**config.mk**
```make
export PLATFORM = sky130hd
export DESIGN_NAME = sliding_window_maximum
export DESIGN_NICKNAME = d
export VERILOG_FILES = /design/src/hdl/swm_pkg.sv /design/src/hdl/swm_ram.sv /design/src/hdl/swm_cmp.sv /design/src/hdl/swm_ctrl.sv /design/src/hdl/sliding_window_maximum.sv
export SDC_FILE = /design/constraint.sdc
export NUM_CORES = 2
export LEC_CHECK = 0
export BUFFER_PORTS_ARGS = -buffer_cell sky130_fd_sc_hd__buf_2
export CAP_MARGIN = 20
export CORE_MARGIN = 3
export CORE_UTILIZATION = 45
export CTS_CLUSTER_DIAMETER = 150
export DETAILED_ROUTE_END_ITERATION = 7
export PLACE_DENSITY = 0.62
export SLEW_MARGIN = 20
export SYNTH_ARGS = -nofsm -noshare
export SYNTH_HDL_FRONTEND = slang
export SYNTH_SLANG_ARGS = --single-unit
```
**constraint.sdc**
```tcl
create_clock -name aclk -period 25.1 [get_ports aclk]
set_input_delay 2.51 -clock aclk [delete_from_list [all_inputs] [get_ports aclk]]
set_output_delay 2.51 -clock aclk [all_outputs]
set_load 0.02 [all_outputs]
```
**src/hdl/swm_pkg.sv**
```systemverilog
// Shared types, constants and helpers of the sliding window maximum block.
package swm_pkg;

    localparam int WINDOW_MAX_DEF  = 64;
    localparam int SAMPLE_BITS_DEF = 32;
    localparam int POS_W           = 16;
    localparam int WS_W            = 7;

    typedef enum logic [2:0] {
        ST_IDLE,
        ST_BACK,
        ST_FRONT,
        ST_HEAD,
        ST_PUSH
    } swm_state_t;

    // Result strobe from the sequencer to the output register.
    typedef struct packed {
        logic valid;
        logic last;
    } swm_res_t;

    // A window size of zero acts as one; sizes above the deque depth are clipped.
    function automatic logic [WS_W-1:0] eff_window(input logic [WS_W-1:0] ws,
                                                   input int wmax);
        logic [WS_W-1:0] k;
        if (ws == '0) begin
            k = WS_W'(1);
        end else if (int'(ws) > wmax) begin
            k = WS_W'(wmax);
        end else begin
            k = ws;
        end
        return k;
    endfunction

endpackage

```
**src/hdl/swm_ram.sv**
```systemverilog
// Generic single-write, single-read RAM with registered read data.
module swm_ram #(
    parameter int WIDTH = 8,
    parameter int DEPTH = 16
) (
    input  logic                     aclk,
    input  logic                     wr_en,
    input  logic [$clog2(DEPTH)-1:0] wr_addr,
    input  logic [WIDTH-1:0]         wr_data,
    input  logic [$clog2(DEPTH)-1:0] rd_addr,
    output logic [WIDTH-1:0]         rd_data
);

    logic [WIDTH-1:0] mem [DEPTH];
    logic [WIDTH-1:0] rd_data_reg;

    always_ff @(posedge aclk) begin
        if (wr_en) begin
            mem[wr_addr] <= wr_data;
        end
        rd_data_reg <= mem[rd_addr];
    end

    assign rd_data = rd_data_reg;

endmodule

```
**src/hdl/swm_cmp.sv**
```systemverilog
// Shared magnitude comparator: a <= b, signed or unsigned.
module swm_cmp #(
    parameter int W = 32
) (
    input  logic [W-1:0] a,
    input  logic [W-1:0] b,
    input  logic         signed_mode,
    output logic         le
);

    logic [W-1:0] flip;

    // Flipping the sign bit turns a two's complement compare into an unsigned one.
    assign flip = signed_mode ? {1'b1, {(W-1){1'b0}}} : '0;
    assign le   = (a ^ flip) <= (b ^ flip);

endmodule

```
**src/hdl/swm_ctrl.sv**
```systemverilog
// Sequencer of the window maximum block: deque pointers and per-item steps.
module swm_ctrl #(
    parameter int WINDOW_MAX  = swm_pkg::WINDOW_MAX_DEF,
    parameter int SAMPLE_BITS = swm_pkg::SAMPLE_BITS_DEF,
    parameter int CMP_W       = 32
) (
    input  logic                          aclk,
    input  logic                          aresetn,
    // input item
    input  logic                          in_valid,
    output logic                          in_ready,
    input  logic [SAMPLE_BITS-1:0]        in_value,
    input  logic                          in_last,
    input  logic [swm_pkg::WS_W-1:0]      window_size,
    // result
    input  logic                          out_free,
    output swm_pkg::swm_res_t             res,
    output logic [SAMPLE_BITS-1:0]        res_value,
    // deque store
    output logic                          ram_wr_en,
    output logic [$clog2(WINDOW_MAX)-1:0] ram_wr_addr,
    output logic [swm_pkg::POS_W+SAMPLE_BITS-1:0] ram_wr_data,
    output logic [$clog2(WINDOW_MAX)-1:0] ram_rd_addr,
    input  logic [swm_pkg::POS_W+SAMPLE_BITS-1:0] ram_rd_data,
    // shared comparator
    output logic [CMP_W-1:0]              cmp_a,
    output logic [CMP_W-1:0]              cmp_b,
    output logic                          cmp_signed,
    input  logic                          cmp_le
);

    import swm_pkg::*;

    localparam int PTR_W = $clog2(WINDOW_MAX);
    localparam int CNT_W = $clog2(WINDOW_MAX + 1);

    function automatic logic [PTR_W-1:0] next_slot(input logic [PTR_W-1:0] p);
        return (int'(p) + 1 >= WINDOW_MAX) ? '0 : PTR_W'(int'(p) + 1);
    endfunction

    function automatic logic [PTR_W-1:0] prev_slot(input logic [PTR_W-1:0] p);
        return (p == '0) ? PTR_W'(WINDOW_MAX - 1) : PTR_W'(int'(p) - 1);
    endfunction

    swm_state_t             state_reg, state_next;
    logic [PTR_W-1:0]       head_reg, head_next;
    logic [PTR_W-1:0]       tail_reg, tail_next;
    logic [CNT_W-1:0]       count_reg, count_next;
    logic [POS_W-1:0]       pos_reg, pos_next;
    logic                   filled_reg, filled_next;
    logic [SAMPLE_BITS-1:0] value_reg, value_next;
    logic                   last_reg, last_next;
    logic [WS_W-1:0]        k_reg, k_next;
    logic [SAMPLE_BITS-1:0] front_reg, front_next;

    logic [SAMPLE_BITS-1:0] rd_value;
    logic [POS_W-1:0]       rd_pos;
    logic [POS_W-1:0]       age;
    logic                   accept;
    logic                   drop;
    logic                   push_go;
    logic [CNT_W-1:0]       count_less;

    assign rd_value   = ram_rd_data[SAMPLE_BITS-1:0];
    assign rd_pos     = ram_rd_data[POS_W+SAMPLE_BITS-1:SAMPLE_BITS];
    assign age        = pos_reg - rd_pos;
    assign accept     = in_valid && in_ready;
    assign count_less = count_reg - CNT_W'(1);
    // A front entry leaves if it is out of the window or the deque is full.
    assign drop       = cmp_le || (int'(count_reg) >= WINDOW_MAX);
    assign push_go    = !(filled_reg || cmp_le) || out_free;

    // Comparator operand selection.
    always_comb begin
        cmp_a      = CMP_W'($signed(rd_value));
        cmp_b      = CMP_W'($signed(value_reg));
        cmp_signed = 1'b1;
        case (state_reg)
            ST_FRONT: begin
                cmp_a      = CMP_W'(k_reg);
                cmp_b      = CMP_W'(age);
                cmp_signed = 1'b0;
            end
            ST_PUSH: begin
                cmp_a      = CMP_W'(k_reg);
                cmp_b      = CMP_W'({1'b0, pos_reg} + 17'd1);
                cmp_signed = 1'b0;
            end
            default: begin
                cmp_signed = 1'b1;
            end
        endcase
    end

    // Next state.
    always_comb begin
        state_next = state_reg;
        case (state_reg)
            ST_IDLE: begin
                if (accept) begin
                    state_next = (count_reg != '0) ? ST_BACK : ST_PUSH;
                end
            end
            ST_BACK: begin
                if (cmp_le) begin
                    state_next = (count_less != '0) ? ST_BACK : ST_PUSH;
                end else begin
                    state_next = ST_FRONT;
                end
            end
            ST_FRONT: begin
                if (drop && (count_less != '0)) begin
                    state_next = ST_HEAD;
                end else begin
                    state_next = ST_PUSH;
                end
            end
            ST_HEAD: begin
                state_next = ST_PUSH;
            end
            ST_PUSH: begin
                if (push_go) begin
                    state_next = ST_IDLE;
                end
            end
            default: begin
                state_next = ST_IDLE;
            end
        endcase
    end

    // Datapath updates and outputs.
    always_comb begin
        head_next   = head_reg;
        tail_next   = tail_reg;
        count_next  = count_reg;
        pos_next    = pos_reg;
        filled_next = filled_reg;
        value_next  = value_reg;
        last_next   = last_reg;
        k_next      = k_reg;
        front_next  = front_reg;
        in_ready    = 1'b0;
        ram_rd_addr = head_reg;
        ram_wr_en   = 1'b0;
        ram_wr_addr = tail_reg;
        ram_wr_data = {pos_reg, value_reg};
        res         = '0;
        res_value   = (count_reg == '0) ? value_reg : front_reg;
        case (state_reg)
            ST_IDLE: begin
                // Ready is always high here, so valid alone marks the accepting edge.
                in_ready    = 1'b1;
                ram_rd_addr = prev_slot(tail_reg);
                if (in_valid) begin
                    value_next = in_value;
                    last_next  = in_last;
                    k_next     = eff_window(window_size, WINDOW_MAX);
                end
            end
            ST_BACK: begin
                if (cmp_le) begin
                    tail_next   = prev_slot(tail_reg);
                    count_next  = count_less;
                    ram_rd_addr = prev_slot(prev_slot(tail_reg));
                end else begin
                    ram_rd_addr = head_reg;
                end
            end
            ST_FRONT: begin
                if (drop) begin
                    head_next   = next_slot(head_reg);
                    count_next  = count_less;
                    ram_rd_addr = next_slot(head_reg);
                end else begin
                    front_next = rd_value;
                end
            end
            ST_HEAD: begin
                front_next = rd_value;
            end
            ST_PUSH: begin
                if (push_go) begin
                    ram_wr_en   = 1'b1;
                    tail_next   = next_slot(tail_reg);
                    count_next  = count_reg + CNT_W'(1);
                    filled_next = filled_reg || cmp_le;
                    pos_next    = pos_reg + POS_W'(1);
                    res.valid   = filled_reg || cmp_le;
                    res.last    = last_reg;
                    if (last_reg) begin
                        head_next   = '0;
                        tail_next   = '0;
                        count_next  = '0;
                        pos_next    = '0;
                        filled_next = 1'b0;
                    end
                end
            end
            default: begin
                in_ready = 1'b0;
            end
        endcase
    end

    always_ff @(posedge aclk) begin
        if (!aresetn) begin
            state_reg  <= ST_IDLE;
            head_reg   <= '0;
            tail_reg   <= '0;
            count_reg  <= '0;
            pos_reg    <= '0;
            filled_reg <= 1'b0;
        end else begin
            state_reg  <= state_next;
            head_reg   <= head_next;
            tail_reg   <= tail_next;
            count_reg  <= count_next;
            pos_reg    <= pos_next;
            filled_reg <= filled_next;
        end
    end

    always_ff @(posedge aclk) begin
        value_reg <= value_next;
        last_reg  <= last_next;
        k_reg     <= k_next;
        front_reg <= front_next;
    end

endmodule

```
**src/hdl/sliding_window_maximum.sv**
```systemverilog
// Top level of the sliding window maximum block over a stream of signed samples.
//
//  Channel   Direction  Handshake          Payload
//  s_*       in         s_tvalid/s_tready  s_tdata: sample_value; s_tlast: last_of_array
//  m_*       out        m_tvalid/m_tready  m_tdata: window_max;   m_tlast: end_of_array
//  cfg_*     in         cfg_wr_en          cfg_wr_data: window_size
//
// An item goes from idle through back steps (one compare per back removal against the
// registered read port of the deque memory), a front step and, after a front removal,
// a head step to the push step, each only while the deque holds entries; the shared
// comparator settles one step a cycle. The result register frees the input side: a new
// item is taken while a result still waits. If a result is due and the register is
// still full, the item waits in its final step until m_tready. Synchronous active-low
// reset empties the deque and sets the window size to one; no clearing pass is needed.
module sliding_window_maximum #(
    parameter int WINDOW_MAX  = swm_pkg::WINDOW_MAX_DEF,
    parameter int SAMPLE_BITS = swm_pkg::SAMPLE_BITS_DEF
) (
    input  logic                                 aclk,
    input  logic                                 aresetn,
    // Configuration: window_size.
    input  logic                                 cfg_wr_en,
    input  logic [swm_pkg::WS_W-1:0]             cfg_wr_data,
    // Input items. s_tdata fields from bit 0: sample_value, then zero padding.
    input  logic                                 s_tvalid,
    output logic                                 s_tready,
    input  logic [((SAMPLE_BITS + 7) / 8) * 8-1:0] s_tdata,
    input  logic                                 s_tlast,
    // Result items. m_tdata fields from bit 0: window_max, then zero padding.
    output logic                                 m_tvalid,
    input  logic                                 m_tready,
    output logic [((SAMPLE_BITS + 7) / 8) * 8-1:0] m_tdata,
    output logic                                 m_tlast
);

    import swm_pkg::*;

    localparam int TDATA_W = ((SAMPLE_BITS + 7) / 8) * 8;
    localparam int PTR_W   = $clog2(WINDOW_MAX);
    localparam int ENTRY_W = POS_W + SAMPLE_BITS;
    // The comparator must also hold a position plus one.
    localparam int CMP_W   = (SAMPLE_BITS > POS_W + 1) ? SAMPLE_BITS : POS_W + 1;

    logic [WS_W-1:0]        window_size_reg;
    logic                   m_valid_reg;
    logic                   m_last_reg;
    logic [SAMPLE_BITS-1:0] m_value_reg;

    swm_res_t               res;
    logic [SAMPLE_BITS-1:0] res_value;
    logic                   out_free;

    logic                   ram_wr_en;
    logic [PTR_W-1:0]       ram_wr_addr;
    logic [ENTRY_W-1:0]     ram_wr_data;
    logic [PTR_W-1:0]       ram_rd_addr;
    logic [ENTRY_W-1:0]     ram_rd_data;

    logic [CMP_W-1:0]       cmp_a;
    logic [CMP_W-1:0]       cmp_b;
    logic                   cmp_signed;
    logic                   cmp_le;

    // The result register is free when empty or when its item leaves this cycle.
    assign out_free = !m_valid_reg || m_tready;

    always_ff @(posedge aclk) begin
        if (!aresetn) begin
            window_size_reg <= WS_W'(1);
            m_valid_reg     <= 1'b0;
        end else begin
            if (cfg_wr_en) begin
                window_size_reg <= cfg_wr_data;
            end
            if (res.valid) begin
                m_valid_reg <= 1'b1;
            end else if (m_tready) begin
                m_valid_reg <= 1'b0;
            end
        end
    end

    always_ff @(posedge aclk) begin
        if (res.valid) begin
            m_value_reg <= res_value;
            m_last_reg  <= res.last;
        end
    end

    assign m_tvalid = m_valid_reg;
    assign m_tdata  = TDATA_W'(m_value_reg);
    assign m_tlast  = m_last_reg;

    swm_ctrl #(
        .WINDOW_MAX  (WINDOW_MAX),
        .SAMPLE_BITS (SAMPLE_BITS),
        .CMP_W       (CMP_W)
    ) u_ctrl (
        .aclk        (aclk),
        .aresetn     (aresetn),
        .in_valid    (s_tvalid),
        .in_ready    (s_tready),
        .in_value    (s_tdata[SAMPLE_BITS-1:0]),
        .in_last     (s_tlast),
        .window_size (window_size_reg),
        .out_free    (out_free),
        .res         (res),
        .res_value   (res_value),
        .ram_wr_en   (ram_wr_en),
        .ram_wr_addr (ram_wr_addr),
        .ram_wr_data (ram_wr_data),
        .ram_rd_addr (ram_rd_addr),
        .ram_rd_data (ram_rd_data),
        .cmp_a       (cmp_a),
        .cmp_b       (cmp_b),
        .cmp_signed  (cmp_signed),
        .cmp_le      (cmp_le)
    );

    // Deque store: each entry holds a candidate's position above its value.
    swm_ram #(
        .WIDTH (ENTRY_W),
        .DEPTH (WINDOW_MAX)
    ) u_ram (
        .aclk    (aclk),
        .wr_en   (ram_wr_en),
        .wr_addr (ram_wr_addr),
        .wr_data (ram_wr_data),
        .rd_addr (ram_rd_addr),
        .rd_data (ram_rd_data)
    );

    swm_cmp #(
        .W (CMP_W)
    ) u_cmp (
        .a           (cmp_a),
        .b           (cmp_b),
        .signed_mode (cmp_signed),
        .le          (cmp_le)
    );

endmodule

```
# --- Word-level counts from Yosys, hierarchy flattened ---
# Memories as Yosys holds them, arrays and structs flattened. A register that Yosys moved wholly into a read port is not among the register bits.
# Cells that the tools add are included.
totals:
  out_inout_bits: 35
  inputBits: 45
  ramBits: 3072
  memories: 1
  wordCells: 115
  regBits: 152
classes:
  n_mux: 44
  add_sub_neg: 9
  bitwise_logic: 2
  n_reduce_logical: 29
  magnitude_cmp: 5
  eq_ne: 10
memory_table:
  columns: ["name", "words", "word_bits", "rd", "rd_ports_with_merged_regs", "wr", "line", "rtl"]
  rows:
  - ["u_ram.mem", 64, 48, 1, 1, 1, "swm_ram.sv:14", "logic [WIDTH-1:0] mem [DEPTH];"]
ops:
  columns: ["cell", "count"]
  rows:
  - ["32-bit two-way mux", 4]
  - ["32-bit case mux with 2 select lines", 2]
  - ["6-bit two-way mux", 11]
  - ["32-bit by 8-bit >= comparator with 1-bit output (second input constant)", 2]
  - ["32-bit bitwise XOR", 2]
  - ["7-bit two-way mux", 5]
  - ["32-bit <= comparator", 1]
  - ["6-bit case mux with 2 select lines", 2]
  - ["7-bit case mux with 3 select lines", 1]
  - ["3-bit two-way mux", 6]
  - ["6-bit case mux with 3 select lines", 1]
  - ["16-bit by 1-bit adder with 17-bit output (second input constant)", 1]
  - ["16-bit by 1-bit adder with 16-bit output (second input constant)", 1]
  - ["16-bit two-way mux", 1]
  - ["16-bit subtractor", 1]
  - ["3-bit case mux with 5 select lines", 1]
  - ["6-bit by 1-bit adder with 7-bit output (second input constant)", 2]
  - ["7-bit logical NOT", 2]
  - ["7-bit nonzero test", 2]
  - ["6-bit logical NOT", 2]
  - ["6-bit by 1-bit subtractor with 6-bit output (second input constant)", 2]
  - ["2-bit by 1-bit inequality test with 1-bit output (second input constant)", 5]
  - ["1-bit two-way mux", 8]
  - ["2-bit AND reduction", 4]
  - ["18 further kinds", 30]

# --- Depth between registers and ports, before layout ---
logic_depth:
  ltp_word: 12
  depth_mapped: 36
  ltp_nobuf: 30

# --- Hierarchy ---
# From an unflattened synthesis, not the netlist that was laid out.
hier_totals:
  cells_unflattened: 5904
  area_unflattened_um2: 126416.2
by_module_without_submodules:
  columns: ["module", "cells_each", "instances", "area_per_inst_um2", "seq_area_each_um2"]
  rows:
  - ["swm_ram", 4970, 1, 117117.3, 93209.4]
  - ["swm_ctrl", 759, 1, 7169.4, 2942.8]
  - ["sliding_window_maximum", 59, 1, 1291.2, 1151.1]
  - ["swm_cmp", 116, 1, 838.3, 0.0]

# --- Least setup slack after synthesis ---
# No wires, ideal clock.
synth_path:
  path_type: "register to register"
  startpoint: "register u_ctrl.pos_reg[0]"
  endpoint: "memory u_ram.mem[10][0] (netlist bit), enable pin"
  stages_incl_launch_ff: 27
  period_less_slack_ns: 8.455
  t_arrival_ns: 8.001
  setup_ns: 0.454
  t_required_ns: 24.646
  path_slack_ns: 16.645
  path_buffers: 1
  cell_sequence: "dfxtp_1 > inv_1 > ha_1 > fa_1 > nor2b_1 > o21ai_0 > a21oi_1 > o21ai_0 > a21boi_0 > o21ai_0 > nand2b_1 > a21o_1 > a21o_1 > a21o_1 > a31o_2 > mux2i_1 > a21oi_1 > ha_1 > nand4_1 > a2111o_1 > a41oi_1 > nor2_1 > o21ai_0 > nand2_1 > or4_1 > clkbuf_1 > nor2_1"
synth_via:
  elab_chain_len: 11
  word_cells_on_any_way: 12
  classes_between: "add/sub: 2; order compare: 1; mux: 5; bitwise: 1; reduce/logical: 3"
synth_lines:
  columns: ["element", "line", "rtl"]
  rows:
  - ["start: declaration", "swm_ctrl.sv:49", "logic [POS_W-1:0] pos_reg, pos_next;"]
  - ["start signal: assignment", "swm_ctrl.sv:219", "pos_reg <= pos_next;"]
  - ["16-bit by 1-bit adder with 17-bit output or 16-bit subtractor (tied branches)", "swm_ctrl.sv:86, swm_ctrl.sv:66", null]
  - ["32-bit case mux with 2 select lines *", "swm_ctrl.sv:78", "case (state_reg)"]
  - ["32-bit bitwise XOR *", "swm_cmp.sv:15", "assign le = (a ^ flip) <= (b ^ flip);"]
  - ["32-bit <= comparator *", "swm_cmp.sv:15", null]
  - ["1-bit logical OR *", "swm_ctrl.sv:71", "assign push_go = !(filled_reg || cmp_le) || out_free;"]
  - ["1-bit logical NOT *", "swm_ctrl.sv:71", null]
  - ["1-bit logical OR *", "swm_ctrl.sv:71", null]
  - ["1-bit two-way mux *", "swm_ctrl.sv:183", "if (push_go) begin"]
  - ["1-bit two-way mux *", "swm_ctrl.sv:150", "case (state_reg)"]
  - ["1-bit two-way mux *", "swm_ram.sv:18", "if (wr_en) begin"]
  - ["1-bit two-way mux (not written as such) *", "swm_ram.sv:19", "mem[wr_addr] <= wr_data;"]
  - ["end: declaration", "swm_ram.sv:14", null]
# Every way passes the cells marked *; elsewhere a longest branch is shown, timed or not.

# --- Worst setup path after layout ---
layout_path:
  startpoint: "register u_ctrl.pos_reg[1]"
  endpoint: "register u_ram.rd_data_reg[47] (netlist: u_ram.rd_data[47]) (read register of u_ram.mem)"
layout_via:
  elab_chain_len: 7
  word_cells_on_any_way: 9
  classes_between: "add/sub: 2; order compare: 1; mux: 4; bitwise: 1; reduce/logical: 1"
layout_lines:
  columns: ["element", "line", "rtl"]
  rows:
  - ["16-bit by 1-bit adder with 17-bit output or 16-bit subtractor (tied branches)", "swm_ctrl.sv:86, swm_ctrl.sv:66", null]
  - ["32-bit case mux with 2 select lines *", "swm_ctrl.sv:78", null]
  - ["32-bit bitwise XOR *", "swm_cmp.sv:15", null]
  - ["32-bit <= comparator *", "swm_cmp.sv:15", null]
  - ["1-bit logical OR", "swm_ctrl.sv:70", "assign drop = cmp_le || (int'(count_reg) >= WINDOW_MAX);"]
  - ["6-bit two-way mux", null, null]
  - ["6-bit case mux with 3 select lines *", "swm_ctrl.sv:150", null]
  - ["end: declaration", "swm_ram.sv:15", "logic [WIDTH-1:0] rd_data_reg;"]
# Marks and branches as above.
# A chain may end at the register's enable or synchronous reset.

==> results.py <==
metrics = {
    "sta": {
        "rsz0062_at_grt": "no",
        "hold_violations": 0,
        "setup_violations": 0,
        "fin_ws_ps": 14470,
        "relSlewSlack_pct": 12.89,
        "maxSlewViolCount": 0,
        "clock_skew_ps": 68.80,
        "hold-worst-slack_ps": 517.9,
        "worstMarginPinSlew_ps": 1303,
        "min_period_over_period_pct": 42.35,
        "max_freq_ghz": 0.09408,
        "fin_crit_ps": 10630,
        "setup_tns_ps": 0,
    },
    "yosys": {
        "yosysTopAreaCellShare_pct": 73.90,
        "synth_area_leaders": "edfxtp_1, nand2_1, nand3_1",
        "synth_top_family_by_area": "simple AND/OR/NAND/NOR gates",
        "syn_area_per_cell_um2": 14.46,
        "synth_compound_area_share_pct": 6.250,
        "muxShareOfSynthArea_pct": 3.824,
        "netlist_area_um2": 129100,
        "synthAdderAreaFrac_pct": 0.5679,
        "postSynthCellCount": 8931,
        "ys_seq_elements": 3272,
        "synthTopCellsByCount": "edfxtp_1, nand2_1, nand3_1",
        "synth-seq-area-share_pct": 75.37,
        "synthXorXnorAreaFrac_pct": 0.2307,
        "ys_warn_count": 0,
        "syn-num-nets": 9034,
        "synth.most_common_cell": "edfxtp_1",
        "yosysUniqueCellTypes": 85,
        "async_reset_ff_share_pct": 0,
        "synth-simple-area-share_pct": 11.70,
        "ys.flop_type": "edfxtp_1",
        "synth_edf_count": 3177,
        "synth_top_area_cell": "edfxtp_1",
    },
    "layout": {
        "drive_above_1_share_pct": 12.12,
        "largest_reg_flops": 3072,
        "multiInputGateArea_um2": 29870,
        "final_util_pct": 50.91,
        "n_fill_cell": 23360,
        "syn_to_final_growth_pct": 12.46,
        "nets": 9152,
        "ff_latch_area_um2": 97330,
    },
    "drt": {
        "vias": 81450,
        "ant_nets": 0,
        "wl_mm": 406.2,
        "firstDrtPassIters": 6,
        "wl_per_cell_um": 31.04,
        "drt_drc_violations_left": 0,
        "vias_per_cell": 6.224,
        "drt_iter0_markers": 13260,
    },
    "min_path": {
        "hold_path_class": "reg2reg",
    },
    "clock_network": {
        "cts_resized": 0,
        "insertion_delay_ps": 910,
        "clockRootBuffer": "clkbuf_16",
        "path_clk_slew_ps": 60,
        "cts_tree": "built",
        "clockBufferDepth": 4,
        "cts_sinks": 3272,
        "cts_made_buffers": 331,
        "cts_setup_buffers": 0,
        "hold_buffers": 0,
        "htreeDepth": 5,
    },
    "setup_path": {
        "crit_top_cell": "buf_4",
        "cp_slowest_cell": "buf_4",
        "crit_arrival_ps": 11430,
        "cpPeakStageDelay_ps": 870,
        "endpoint_kind": "flip-flop",
        "criticalPathCategory": "reg2reg",
        "worstPathRequired_ps": 25900,
        "critPathMaxFanout": 88,
        "start_kind": "flip-flop",
    },
    "run_status": {
        "status": "complete, no violations",
    },
    "placement": {
        "port_buffers": 79,
        "place_ws_ps": 14400,
        "dpl.hpwl_mm": 219.1,
        "routabilityCongestion": 0.9202,
    },
    "global_route": {
        "grt_pass1_vias": 76820,
        "overflow": 0,
        "grt_antenna_before_repair": 31,
        "grt_pass1_wl_mm": 570.4,
        "grt_max_degree": 172,
        "grt.total_usage_pct": 26.95,
    },
    "floorplanning": {
        "num_rows": 196,
        "die_w_um": 541.6,
        "start_util_pct": 45.27,
        "io_pins": 80,
        "die_area_um2": 293400,
        "die_y_um": 541.6,
        "coreArea_um2": 285200,
    },
    "job": {
        "cap_violations": 0,
    },
}
[placed cells by master (no fill, tap or decap), drive strengths merged, types with 130 or more instances in the layout]
cell type	count
mux4	152
clkbuf	426
edfxtp	3177
o21ai	130
nor2	196
nand3	700
a31oi	338
and3	239
a21oi	266
nand2	2110
buf	347
[path summary, 6_finish.rpt]
path | to | from | cells past startpoint | slack [ps]
max | u_ram.rd_data[47] | u_ctrl.pos_reg[1] | 33 | 14470
min | window_size_reg[0] | window_size_reg[0] | 2 | 520
max reg2reg | u_ram.rd_data[47] | u_ctrl.pos_reg[1] | 33 | 14470
min reg2reg | window_size_reg[0] | window_size_reg[0] | 2 | 520
[through the flow]
stage / std cells / instance area, µm²
after detailed placement: 12470 / 134500
after floorplan: 8931 / 129100
final: 13090 / 145200
after global routing: 13070 / 145200
after CTS: 13070 / 145100
after global placement: 12470 / 134500
[per-layer routing]
metal | share of wire, % | vias up | global-route usage [%]
li1 | - | 34220 | -
met1 | 38 | 41220 | 37.35
met2 | 46 | 5147 | 41.66
met3 | 12 | 850 | 6.382
met4 | 3.9 | 8 | 9.875
met5 | 0.011 | - | 0
[cells by family (layout without fill, tap and decap cells)]
kind of cell             after synthesis  count (layout)
multiplexers                         298             298
AND/OR/NAND/NOR                     3472            3472
other                                  0              15
AO/OA/AOI/OAI                       1203            1203
XOR/XNOR                              34              34
flip-flops                          3272            3272
buffers and inverters                594             971
adder cells (fa/ha/maj)               58              58
[critical path, delay by kind of cell, from the launching register on]
kind,cells,cell delay [ps]
buffers and inverters,6,4050
adder cells (fa/ha/maj),2,470
flip-flops,1,550
AO/OA/AOI/OAI,18,3930
AND/OR/NAND/NOR,7,1240
[area by class of cell]
cell class,instances,area share (%)
Inverter,32,0.08273
Timing Repair Buffer,347,1.778
Multi-Input combinational cell,5065,20.57
Clock inverter,166,1.123
Antenna cell,15,0.02585
Sequential cell,3272,67.04
Clock buffer,426,6.138
Tap cell,3762,3.242
Power is left out: the tool's default activity adds up to more than one toggle a clock period on the data nets, which glitch-free logic cannot reach.
